### src/sv/rce_pkg.sv
`timescale 1ns / 1ps
`default_nettype none
// ----------------------------------------------------------------------------
// rce_pkg
// Shared types and constants of the range coder encoder.
// ----------------------------------------------------------------------------
package rce_pkg;

  localparam logic [31:0] TopLimit  = 32'h0100_0000;
  localparam logic [31:0] BotLimit  = 32'h0001_0000;
  localparam logic [31:0] FullRange = 32'hFFFF_FFFF;
  localparam logic [16:0] MaxTotal  = 17'h10000;
  localparam int          QueueDepth = 2;

  typedef enum logic [1:0] {
    OP_ENCODE,
    OP_FLUSH,
    OP_BAD
  } op_t;

  typedef struct packed {
    op_t         op;
    logic [15:0] cum_low;
    logic [16:0] sym_freq;
    logic [16:0] total_freq;
  } cmd_t;

  typedef enum logic [2:0] {
    ST_IDLE,
    ST_DIV,
    ST_MUL,
    ST_NORM,
    ST_FLUSH,
    ST_BAD
  } state_t;

endpackage
`default_nettype wire

### src/sv/rce_front.sv
`timescale 1ns / 1ps
`default_nettype none
// ----------------------------------------------------------------------------
// rce_front
// Accept input transactions, check frequencies and queue classified commands.
// ----------------------------------------------------------------------------
module rce_front #(
  parameter int Depth = rce_pkg::QueueDepth
) (
  input  wire logic          clk,
  input  wire logic          rst,
  input  wire logic          in_valid,
  output logic               in_ready,
  input  wire logic          action,
  input  wire logic [15:0]   cum_low,
  input  wire logic [16:0]   sym_freq,
  input  wire logic [16:0]   total_freq,
  output logic               cmd_valid,
  input  wire logic          cmd_ready,
  output rce_pkg::cmd_t      cmd
);

  localparam int Aw = (Depth > 1) ? $clog2(Depth) : 1;

  rce_pkg::cmd_t  mem [Depth];
  logic [Aw-1:0]  wr_ptr;
  logic [Aw-1:0]  rd_ptr;
  logic [Aw:0]    count;
  rce_pkg::cmd_t  cls;
  logic           bad;
  logic           push;
  logic           pop;

  always_comb begin
    bad = (sym_freq == 17'd0) || (total_freq == 17'd0) ||
          (total_freq > rce_pkg::MaxTotal) ||
          ({2'b00, cum_low} + {1'b0, sym_freq} > {1'b0, total_freq});
    cls.cum_low    = cum_low;
    cls.sym_freq   = sym_freq;
    cls.total_freq = total_freq;
    if (action) begin
      cls.op = rce_pkg::OP_FLUSH;
    end else if (bad) begin
      cls.op = rce_pkg::OP_BAD;
    end else begin
      cls.op = rce_pkg::OP_ENCODE;
    end
  end

  assign in_ready  = (count != (Aw+1)'(Depth));
  assign cmd_valid = (count != '0);
  assign push      = in_valid && in_ready;
  assign pop       = cmd_valid && cmd_ready;
  assign cmd       = mem[rd_ptr];

  always_ff @(posedge clk) begin
    if (push) begin
      mem[wr_ptr] <= cls;
    end
  end

  always_ff @(posedge clk) begin
    if (rst) begin
      wr_ptr <= '0;
      rd_ptr <= '0;
      count  <= '0;
    end else begin
      if (push) begin
        wr_ptr <= (wr_ptr == Aw'(Depth - 1)) ? '0 : wr_ptr + 1'b1;
      end
      if (pop) begin
        rd_ptr <= (rd_ptr == Aw'(Depth - 1)) ? '0 : rd_ptr + 1'b1;
      end
      count <= count + (Aw+1)'(push) - (Aw+1)'(pop);
    end
  end

  a_count_bound: assert property (@(posedge clk) disable iff (rst)
    count <= (Aw+1)'(Depth)) else $error("queue overfilled");
  a_push_full: assert property (@(posedge clk) disable iff (rst)
    !in_ready |-> !push) else $error("push into full queue");
  a_count_track: assert property (@(posedge clk) disable iff (rst)
    (push && !pop) |=> count == $past(count) + 1'b1) else $error("count slip");

endmodule
`default_nettype wire

### src/sv/rce_back.sv
`timescale 1ns / 1ps
`default_nettype none
// ----------------------------------------------------------------------------
// rce_back
// Divide, narrow and renormalise the interval, flush and flag bad items; emit bytes through a register.
// ----------------------------------------------------------------------------
module rce_back (
  input  wire logic          clk,
  input  wire logic          rst,
  input  wire logic          cmd_valid,
  output logic               cmd_ready,
  input  rce_pkg::cmd_t      cmd,
  output logic               out_valid,
  input  wire logic          out_ready,
  output logic [7:0]         out_byte,
  output logic               last,
  output logic               bad_input
);

  rce_pkg::state_t state, state_next;
  logic [31:0] low_bound, low_bound_next;
  logic [31:0] range_width, range_width_next;
  logic [31:0] quot, quot_next;
  logic [16:0] rem, rem_next;
  logic [5:0]  bit_cnt, bit_cnt_next;
  logic [2:0]  n_cnt, n_cnt_next;
  rce_pkg::cmd_t cur, cur_next;
  logic        out_valid_next;
  logic [7:0]  out_byte_next;
  logic        last_next, bad_next;

  logic        slot_free;
  logic [17:0] trial;
  logic [31:0] sum_hi;
  logic        top_eq, small_rng, more;
  logic [31:0] rng_eff;
  logic [31:0] low_sh;
  logic [31:0] rng_sh;

  assign slot_free = !out_valid || out_ready;

  always_comb begin
    trial     = {rem, quot[31]} - {1'b0, cur.total_freq};
    sum_hi    = low_bound + range_width;
    top_eq    = (low_bound ^ sum_hi) < rce_pkg::TopLimit;
    small_rng = range_width < rce_pkg::BotLimit;
    rng_eff   = top_eq ? range_width : {16'd0, 16'(32'd0 - low_bound)};
    low_sh    = {low_bound[23:0], 8'd0};
    rng_sh    = {rng_eff[23:0], 8'd0};
    more      = ((low_sh ^ (low_sh + rng_sh)) < rce_pkg::TopLimit) ||
                (rng_sh < rce_pkg::BotLimit);
  end

  always_comb begin
    state_next       = state;
    low_bound_next   = low_bound;
    range_width_next = range_width;
    quot_next        = quot;
    rem_next         = rem;
    bit_cnt_next     = bit_cnt;
    n_cnt_next       = n_cnt;
    cur_next         = cur;
    out_valid_next   = out_valid && !out_ready;
    out_byte_next    = out_byte;
    last_next        = last;
    bad_next         = bad_input;
    cmd_ready        = 1'b0;
    unique case (state)
      rce_pkg::ST_IDLE: begin
        cmd_ready = 1'b1;
        if (cmd_valid) begin
          cur_next     = cmd;
          quot_next    = range_width;
          rem_next     = '0;
          bit_cnt_next = '0;
          n_cnt_next   = '0;
          unique case (cmd.op)
            rce_pkg::OP_ENCODE: state_next = rce_pkg::ST_DIV;
            rce_pkg::OP_FLUSH:  state_next = rce_pkg::ST_FLUSH;
            default:            state_next = rce_pkg::ST_BAD;
          endcase
        end
      end
      rce_pkg::ST_DIV: begin
        if (!trial[17]) begin
          rem_next  = trial[16:0];
          quot_next = {quot[30:0], 1'b1};
        end else begin
          rem_next  = {rem[15:0], quot[31]};
          quot_next = {quot[30:0], 1'b0};
        end
        bit_cnt_next = bit_cnt + 1'b1;
        if (bit_cnt == 6'd31) begin
          state_next = rce_pkg::ST_MUL;
        end
      end
      rce_pkg::ST_MUL: begin
        low_bound_next   = low_bound + 32'(quot * {16'd0, cur.cum_low});
        range_width_next = 32'(quot * {15'd0, cur.sym_freq});
        state_next       = rce_pkg::ST_NORM;
      end
      rce_pkg::ST_NORM: begin
        if (!(top_eq || small_rng)) begin
          state_next = rce_pkg::ST_IDLE;
        end else if (slot_free) begin
          out_valid_next   = 1'b1;
          out_byte_next    = low_bound[31:24];
          bad_next         = 1'b0;
          last_next        = !more || (n_cnt == 3'd3);
          low_bound_next   = low_sh;
          range_width_next = rng_sh;
          n_cnt_next       = n_cnt + 1'b1;
          if (last_next) begin
            state_next = rce_pkg::ST_IDLE;
          end
        end
      end
      rce_pkg::ST_FLUSH: begin
        if (slot_free) begin
          out_valid_next = 1'b1;
          out_byte_next  = low_bound[31:24];
          bad_next       = 1'b0;
          last_next      = (n_cnt == 3'd3);
          low_bound_next = low_sh;
          n_cnt_next     = n_cnt + 1'b1;
          if (n_cnt == 3'd3) begin
            low_bound_next   = '0;
            range_width_next = rce_pkg::FullRange;
            state_next       = rce_pkg::ST_IDLE;
          end
        end
      end
      rce_pkg::ST_BAD: begin
        if (slot_free) begin
          out_valid_next = 1'b1;
          out_byte_next  = 8'd0;
          bad_next       = 1'b1;
          last_next      = 1'b1;
          state_next     = rce_pkg::ST_IDLE;
        end
      end
      default: state_next = rce_pkg::ST_IDLE;
    endcase
  end

  always_ff @(posedge clk) begin
    if (rst) begin
      state       <= rce_pkg::ST_IDLE;
      low_bound   <= '0;
      range_width <= rce_pkg::FullRange;
      out_valid   <= 1'b0;
      n_cnt       <= '0;
      bit_cnt     <= '0;
    end else begin
      state       <= state_next;
      low_bound   <= low_bound_next;
      range_width <= range_width_next;
      out_valid   <= out_valid_next;
      n_cnt       <= n_cnt_next;
      bit_cnt     <= bit_cnt_next;
    end
  end

  always_ff @(posedge clk) begin
    quot      <= quot_next;
    rem       <= rem_next;
    cur       <= cur_next;
    out_byte  <= out_byte_next;
    last      <= last_next;
    bad_input <= bad_next;
  end

  a_bad_last: assert property (@(posedge clk) disable iff (rst)
    out_valid && bad_input |-> last) else $error("error result not last");
  a_idle_take: assert property (@(posedge clk) disable iff (rst)
    cmd_ready |-> state == rce_pkg::ST_IDLE) else $error("command taken while busy");
  a_flush_reset: assert property (@(posedge clk) disable iff (rst)
    (state == rce_pkg::ST_FLUSH && slot_free && n_cnt == 3'd3) |=>
    range_width == rce_pkg::FullRange && low_bound == '0) else $error("flush restore");

endmodule
`default_nettype wire

### src/sv/range_coder_encoder.sv
`timescale 1ns / 1ps
`default_nettype none
// ----------------------------------------------------------------------------
// range_coder_encoder
// Carryless 32-bit range encoder.
// ----------------------------------------------------------------------------
// s_axis carries one item per transaction: tuser is the action (0 encode,
// 1 flush), tdata holds cum_low, sym_freq and total_freq. m_axis carries one
// compressed byte per transaction in tdata, tuser flags a bad item, tlast
// marks the final result of an item. The back takes a command while idle;
// an encode item then runs the bit-serial restoring divider by total_freq,
// the multiplies and the renormalisation, which emits 0 to 4 bytes. A
// flush emits four bytes, a bad item one. Items are handled one after
// another. A two-entry command queue sits between the checking front and
// the arithmetic back, so input is taken while the back works. Results sit
// in an output register; when the receiver stalls the back holds, then the
// queue fills and s_axis_tready drops. Reset sets low to 0, range to all
// ones and empties the queue and the output register.
// ----------------------------------------------------------------------------
module range_coder_encoder #(
  parameter int QueueDepth = rce_pkg::QueueDepth
) (
  input  wire logic        clk,
  input  wire logic        rst,
  input  wire logic        s_axis_tvalid,
  output logic             s_axis_tready,
  input  wire logic [55:0] s_axis_tdata,  // cum_low[15:0], sym_freq[32:16], total_freq[49:33]
  input  wire logic        s_axis_tuser,  // action
  output logic             m_axis_tvalid,
  input  wire logic        m_axis_tready,
  output logic [7:0]       m_axis_tdata,  // out_byte
  output logic             m_axis_tlast,  // last
  output logic             m_axis_tuser   // bad_input
);

  logic          cmd_valid;
  logic          cmd_ready;
  rce_pkg::cmd_t cmd;

  rce_front #(.Depth(QueueDepth)) u_front (
    .clk        (clk),
    .rst        (rst),
    .in_valid   (s_axis_tvalid),
    .in_ready   (s_axis_tready),
    .action     (s_axis_tuser),
    .cum_low    (s_axis_tdata[15:0]),
    .sym_freq   (s_axis_tdata[32:16]),
    .total_freq (s_axis_tdata[49:33]),
    .cmd_valid  (cmd_valid),
    .cmd_ready  (cmd_ready),
    .cmd        (cmd)
  );

  rce_back u_back (
    .clk       (clk),
    .rst       (rst),
    .cmd_valid (cmd_valid),
    .cmd_ready (cmd_ready),
    .cmd       (cmd),
    .out_valid (m_axis_tvalid),
    .out_ready (m_axis_tready),
    .out_byte  (m_axis_tdata),
    .last      (m_axis_tlast),
    .bad_input (m_axis_tuser)
  );

endmodule
`default_nettype wire
### config.mk
export PLATFORM = sky130hd
export DESIGN_NAME = range_coder_encoder
export DESIGN_NICKNAME = d
export VERILOG_FILES = /design/src/sv/rce_pkg.sv /design/src/sv/rce_front.sv /design/src/sv/rce_back.sv /design/src/sv/range_coder_encoder.sv
export SDC_FILE = /design/constraint.sdc
export NUM_CORES = 2
export LEC_CHECK = 0
export ABC_AREA = 1
export BUFFER_PORTS_ARGS = -buffer_cell sky130_fd_sc_hd__buf_2
export CORE_MARGIN = 2
export CORE_UTILIZATION = 25
export DETAILED_ROUTE_END_ITERATION = 10
export PLACE_DENSITY_LB_ADDON = 0.25
export SYNTH_ARGS = -nofsm -noshare
export SYNTH_HDL_FRONTEND = slang
export SYNTH_HIERARCHICAL = 1
export SYNTH_SLANG_ARGS = --single-unit
### constraint.sdc
create_clock -name clk -period 7.8 [get_ports clk]
set_clock_uncertainty 0.1 [all_clocks]
set_input_delay 0 -clock clk [delete_from_list [all_inputs] [get_ports clk]]
set_output_delay 0 -clock clk [all_outputs]
set_load 0.03 [all_outputs]
== Word-level counts from Yosys, hierarchy flattened ==
Memories as Yosys holds them, arrays and structs flattened. A register that Yosys moved wholly into a read port is not among the register bits.
Cells that the tools add are included.
Storage, ports and cells
  flip-flop bits (word level): 190
  memory bits (writable): 104
  input port bits: 61
  word-level logic and storage cells: 146
  memories: 1
Memories
  u_front.mem: words 2, width 52, read ports 1, clocked after memory_dff 1, write ports 1, line rce_front.sv:25  | rce_pkg::cmd_t mem [Depth];
Operators by class
  add/sub/neg operators: 12
  multiply operators: 2
  $lt $le $gt $ge: 6
  equal/unequal tests: 18
  multiplexer cells: 57
  bitwise gates (word level): 2
  reductions and logical operators: 31
Operators by type and width (count)
  32-bit 2-to-1 mux: 9
  32-bit case mux with 3 select lines: 2
  32-bit adder: 3
  32-bit by 17-bit less-than comparator with 1-bit output (second input constant): 2
  32-bit by 25-bit less-than comparator with 1-bit output (second input constant): 2
  32-bit case mux with 2 select lines: 1
  32-bit XOR: 2
  17-bit logical NOT: 2
  17-bit 2-to-1 mux: 2
  17-bit case mux with 2 select lines: 1
  3-bit 2-to-1 mux: 11
  32-bit by 16-bit multiplier with 32-bit output: 1
  32-bit by 17-bit multiplier with 32-bit output: 1
  24-bit 2-to-1 mux: 1
  8-bit 2-to-1 mux: 3
  8-bit case mux with 3 select lines: 1
  16-bit by 17-bit adder with 18-bit output: 1
  18-bit by 17-bit > comparator with 1-bit output: 1
  3-bit case mux with 6 select lines: 1
  18-bit by 17-bit subtractor with 18-bit output: 1
  17-bit > comparator (second input constant): 1
  1-bit 2-to-1 mux: 16
  1-bit by 16-bit subtractor with 16-bit output (first input constant): 1
  2-bit by 1-bit != test with 1-bit output (second input constant): 6
  other kinds (33): 56

== Logic depth before layout (Yosys ltp) ==
  word-level depth: 14
  mapped depth: 41
  mapped depth without buffers: 40

== Modules after synthesis ==
Netlist, hierarchy kept.
Modules (own cells, without submodules)
  rce_back: instances 1, cells an instance 4586, area an instance 35709.2 um2, seq. area each 4814.6 um2
  rce_front: instances 1, cells an instance 408, area an instance 5291.3 um2, seq. area each 3223.1 um2

== Least setup slack after synthesis ==
Ideal clock, no wire load.
  path type: register to register
  start point: register u_back/cur[37] in the netlist's numbering
  end point: register u_back.low_bound[28]
  library setup time: 0.095 ns
  arrival time: 5.924 ns
  data required time: 7.605 ns
  setup slack: 1.681 ns
  stages on the path, launching flop included: 28
  period minus slack after synthesis: 6.119 ns
  cell sequence: edfxtp_1 -> clkbuf_1 -> clkbuf_1 -> nand2_1 -> fa_1 -> inv_1 -> fa_1 -> inv_1 -> fa_1 -> inv_1 -> fa_1 -> inv_1 -> fa_1 -> inv_1 -> fa_1 -> ha_1 -> nand2_1 -> o21ai_0 -> a21oi_1 -> o21ai_1 -> a21oi_1 -> o21ai_1 -> inv_1 -> o21ai_1 -> a21oi_1 -> xor2_1 -> nand2_1 -> a221oi_1
Between the ends
  word-level cells in the longest chain between the ends: 3
Ends and longest elaborated chain
  from (decl): line rce_back.sv:27  | rce_pkg::cmd_t cur, cur_next;
  from (signal assigned): line rce_back.sv:167  | cur <= cur_next;
  32-bit by 16-bit multiplier with 32-bit output: line rce_back.sv:98  | low_bound_next = low_bound + 32'(quot * {16'd0, cur.cum_low});
  32-bit adder: line rce_back.sv:98
  32-bit case mux with 3 select lines: line rce_back.sv:68  | unique case (state)
  to (signal assigned): line rce_back.sv:156  | low_bound <= low_bound_next;
  to (decl): line rce_back.sv:21  | logic [31:0] low_bound, low_bound_next;
No other way between the ends.
A chain may end at the register's enable or synchronous reset.

== Worst setup path in the final report ==
  start point: register u_back/cur[21] in the netlist's numbering
  end point: register u_back.range_width[24]
Between the ends
  word-level cells in the longest chain between the ends: 2
Ends and longest elaborated chain
  32-bit by 17-bit multiplier with 32-bit output: line rce_back.sv:99  | range_width_next = 32'(quot * {15'd0, cur.sym_freq});
  32-bit case mux with 3 select lines: line rce_back.sv:68
  to (signal assigned): line rce_back.sv:150  | range_width <= rce_pkg::FullRange;
  to (signal assigned): line rce_back.sv:157  | range_width <= range_width_next;
  to (decl): line rce_back.sv:22  | logic [31:0] range_width, range_width_next;
No other way between the ends.

==> metrics.md <==
| Metric | Value |
|---|---|
| Critical path class | flip-flop to flip-flop |
| H-tree Lvls | 2 |
| Vias in the first global route | 33203 |
| Cell with the most instances after synthesis | nand2_1 |
| Largest area contributor in the netlist | fa_1 |
| Met2 Usage GRT | 0.255 |
| Die X | 409 um |
| FP Rows | 148 |
| Worst-Margin Slew | 1.12 ns |
| Max-slew violation count | 0 |
| Tcrit/Tclk final | 0.940 |
| Non-Filler Instances | 7253 |
| Final Util | 0.282 |
| WL per Instance | 17.4 um |
| Register area share after synthesis | 0.196 |
| Starting DRT DRC Count | 2021 |
| Relative slew slack | 0.253 |
| Setup crit start | u_back/cur[21] |
| Detailed-route DRC error count | 0 |
| First-pass GRT wire length | 197 mm |
| Inserted Diodes | 0 |
| Share of the synthesized area in the top cell type | 0.320 |
| CP most frequent cell | nand2_1 |
| Startpoint Class | flip-flop |
| Warnings from Yosys | 6 |
| Final setup fails | 0 |
| Num CTS Buffers | 37 |
| Die Area | 167000 um2 |
| Crit path max fanout | 19 |
| TritonCTS clock tree | built |
| Commonest cells post-synth | nand2_1 (1357), inv_1 (1136), fa_1 (655) |
| Count of cells resized by post-cts repair | 0 |
| Worst R2R Setup Slack | 0.47 ns |
| Final Wtd Congestion | 0.911 |
| RSZ-0062 raised after global routing | no |
| Mean post-synth cell area | 8.21 um2 |
| Status | finished, final reports clean |
| Min Tclk post-route | 7.33 ns |
| Crit. End Element | flip-flop |
| Fillers | 17624 |
| Area grow syn2layout | 12.1% |
| #FFs+latches synth | 295 |
| Crit path arrival time | 7.63 ns |
| Worst Path Required | 8.10 ns |
| Grt peak-use layer | met2 |
| Post-synth ARST share | 0 |
| Total gr overflow | 0 |
| Buffers on Ports | 66 |
| Most used DFF post-synth | edfxtp_1 |
| Critical-path top delay cell | edfxtp_1 |
| Max Clk Rate | 136 MHz |
| Nets | 6008 |
| Initial antenna violation count | 1 |
| Initial Util | 0.252 |
| Reg-to-Reg Start | u_back/cur[21] |
| Clk_lat worst skew | 0.60 ns |
| CTS Root Cell | clkbuf_16 |
| Synth top area cells | fa_1 (32%), edfxtp_1 (16%), nand2_1 (12%) |
| Detailed-router iteration count before antenna repair | 5 |
| DIE HEIGHT | 409 um |
| # IOs | 73 |
| Hold Path Class | primary input to flip-flop |
| Hold path startpoint | s_axis_tdata[27] |
| Vias/cell | 4.40 |
| Syn Inst Count | 4994 |
| Core Footprint | 163000 um2 |
| Crit-path max cell delay | 0.78 ns |
| Max Root-Sink Buffers | 3 |
| Gr usage total | 0.152 |
| WL final | 126 mm |
| DR vias | 31904 |
| Clock transition at the registers of the reported paths | 0.06 ns |
| Pin count of the biggest net entering global routing | 67 |
| Clk sinks | 295 |
| # placed instances | 7129 |
| Synthesized Nets | 5953 |
| Ratio of cells with drive above 1 in the final layout | 0.0727 |
| Final setup TNS | 0 ns |
| Max_cap viols | 0 |
| Post-DP HPWL | 104 mm |
| Synth cell types | 63 |
| Met3 usage | 0.0125 |
| GR Util met1 | 0.210 |
| Syn Std Cell Area | 41000 um2 |
| Final ANT Viol Nets | 0 |
| Post-synth EDFFs | 213 |
| Hold Vio Cnt, Final | 0 |
[final timing paths]
check / to / cells past startpoint
min reg2reg: u_back/n_cnt[2] / 2
min: u_front/mem[1][28] / 2
max reg2reg: u_back/range_width[24] / 30
max: u_back/range_width[24] / 30
[sequential cells by signal, summed over array words and instances, names as in the netlist, named ones only]
register,flops
u_back/state,3
u_back/bit_cnt,6
u_front/wr_ptr,1
u_back/quot,32
u_back/low_bound,32
u_back/bad_input,1
u_back/range_width,32
u_back/out_valid,1
u_front/count,2
u_back/out_byte,8
u_back/n_cnt,3
u_front/rd_ptr,1
u_front/mem,104
u_back/cur,50
u_back/last,1
u_back/rem,17
[critical path: cells and delay by family (launching register included)]
| kind | cells | cell delay (ns) |
|---|---|---|
| XOR/XNOR | 1 | 0.11 |
| AO/OA/AOI/OAI | 9 | 1.86 |
| buffers and inverters | 6 | 0.64 |
| adder cells (fa/ha/maj) | 7 | 2.98 |
| flip-flops | 1 | 0.78 |
| AND/OR/NAND/NOR | 7 | 0.65 |
[layout by cell type (no fill, tap or decap), types with 12 or more instances in the layout]
master and count:
nand2_1 1357, inv_1 1135, fa_1 655, ha_1 243, a21oi_1 222, edfxtp_1 213, o21ai_0 164, nor2_1 153
buf_4 115, nand3_1 88, dfxtp_1 81, xor2_1 77, buf_2 66, xnor2_1 58, dlygate4sd3_1 54, mux2_2 52
clkbuf_16 38, a221oi_1 19, nor4_1 18, nand4_1 17, nor3_1 17, or2_2 17, o21ai_1 16, a211oi_1 16
o211ai_1 13, a21o_1 12, nand3b_1 12
[area by class of cell]
type,instances,area (um2),share of cell area
clock inverters,24,231,0.00503
well taps,2175,2720,0.0592
repair buffers,243,1880,0.0409
inverters,1148,4310,0.0937
clock buffers,44,973,0.0212
multi-input cells,3324,27800,0.605
flip-flops and latches,295,8040,0.175
[through the flow]
stage	worst slack, ns	instance area [um2]	hold WS [ns]
global placement	0.460	44200	0.116
floorplan	1.68	41000	-0.0309
global route	0.00106	46000	0.0943
detailed placement	0.450	44200	0.118
CTS	0.422	46000	0.0706
finish	0.469	46000	0.107
[what timing repair did]
| action | in CTS | in global routing |
|---|---|---|
| buffers inserted | 0 | 2 |
| hold buffers | 54 | 0 |
| endpoints found under the hold margin | 121 | 0 |
| endpoints found under the setup margin | 0 | 3 |
[cell families (layout without fill, tap and decap cells)]
logic type / after synthesis / in the layout / synth area share
adder cells (fa/ha/maj): 898 / 898 / 0.394
XOR/XNOR: 135 / 135 / 0.0288
flip-flops: 295 / 295 / 0.196
AO/OA/AOI/OAI: 517 / 517 / 0.0716
AND/OR/NAND/NOR: 1722 / 1722 / 0.169
buffers and inverters: 1375 / 1459 / 0.126
multiplexers: 52 / 52 / 0.0143
[per-layer routing]
layer | wire [um] | part of all wire
met2 | 59900 | 0.47
met5 | 0 | 0
met3 | 5250 | 0.042
met4 | 3040 | 0.024
met1 | 58300 | 0.46
Power is left out: the tool's default activity adds up to more than one toggle a clock period on the data nets, which glitch-free logic cannot reach.
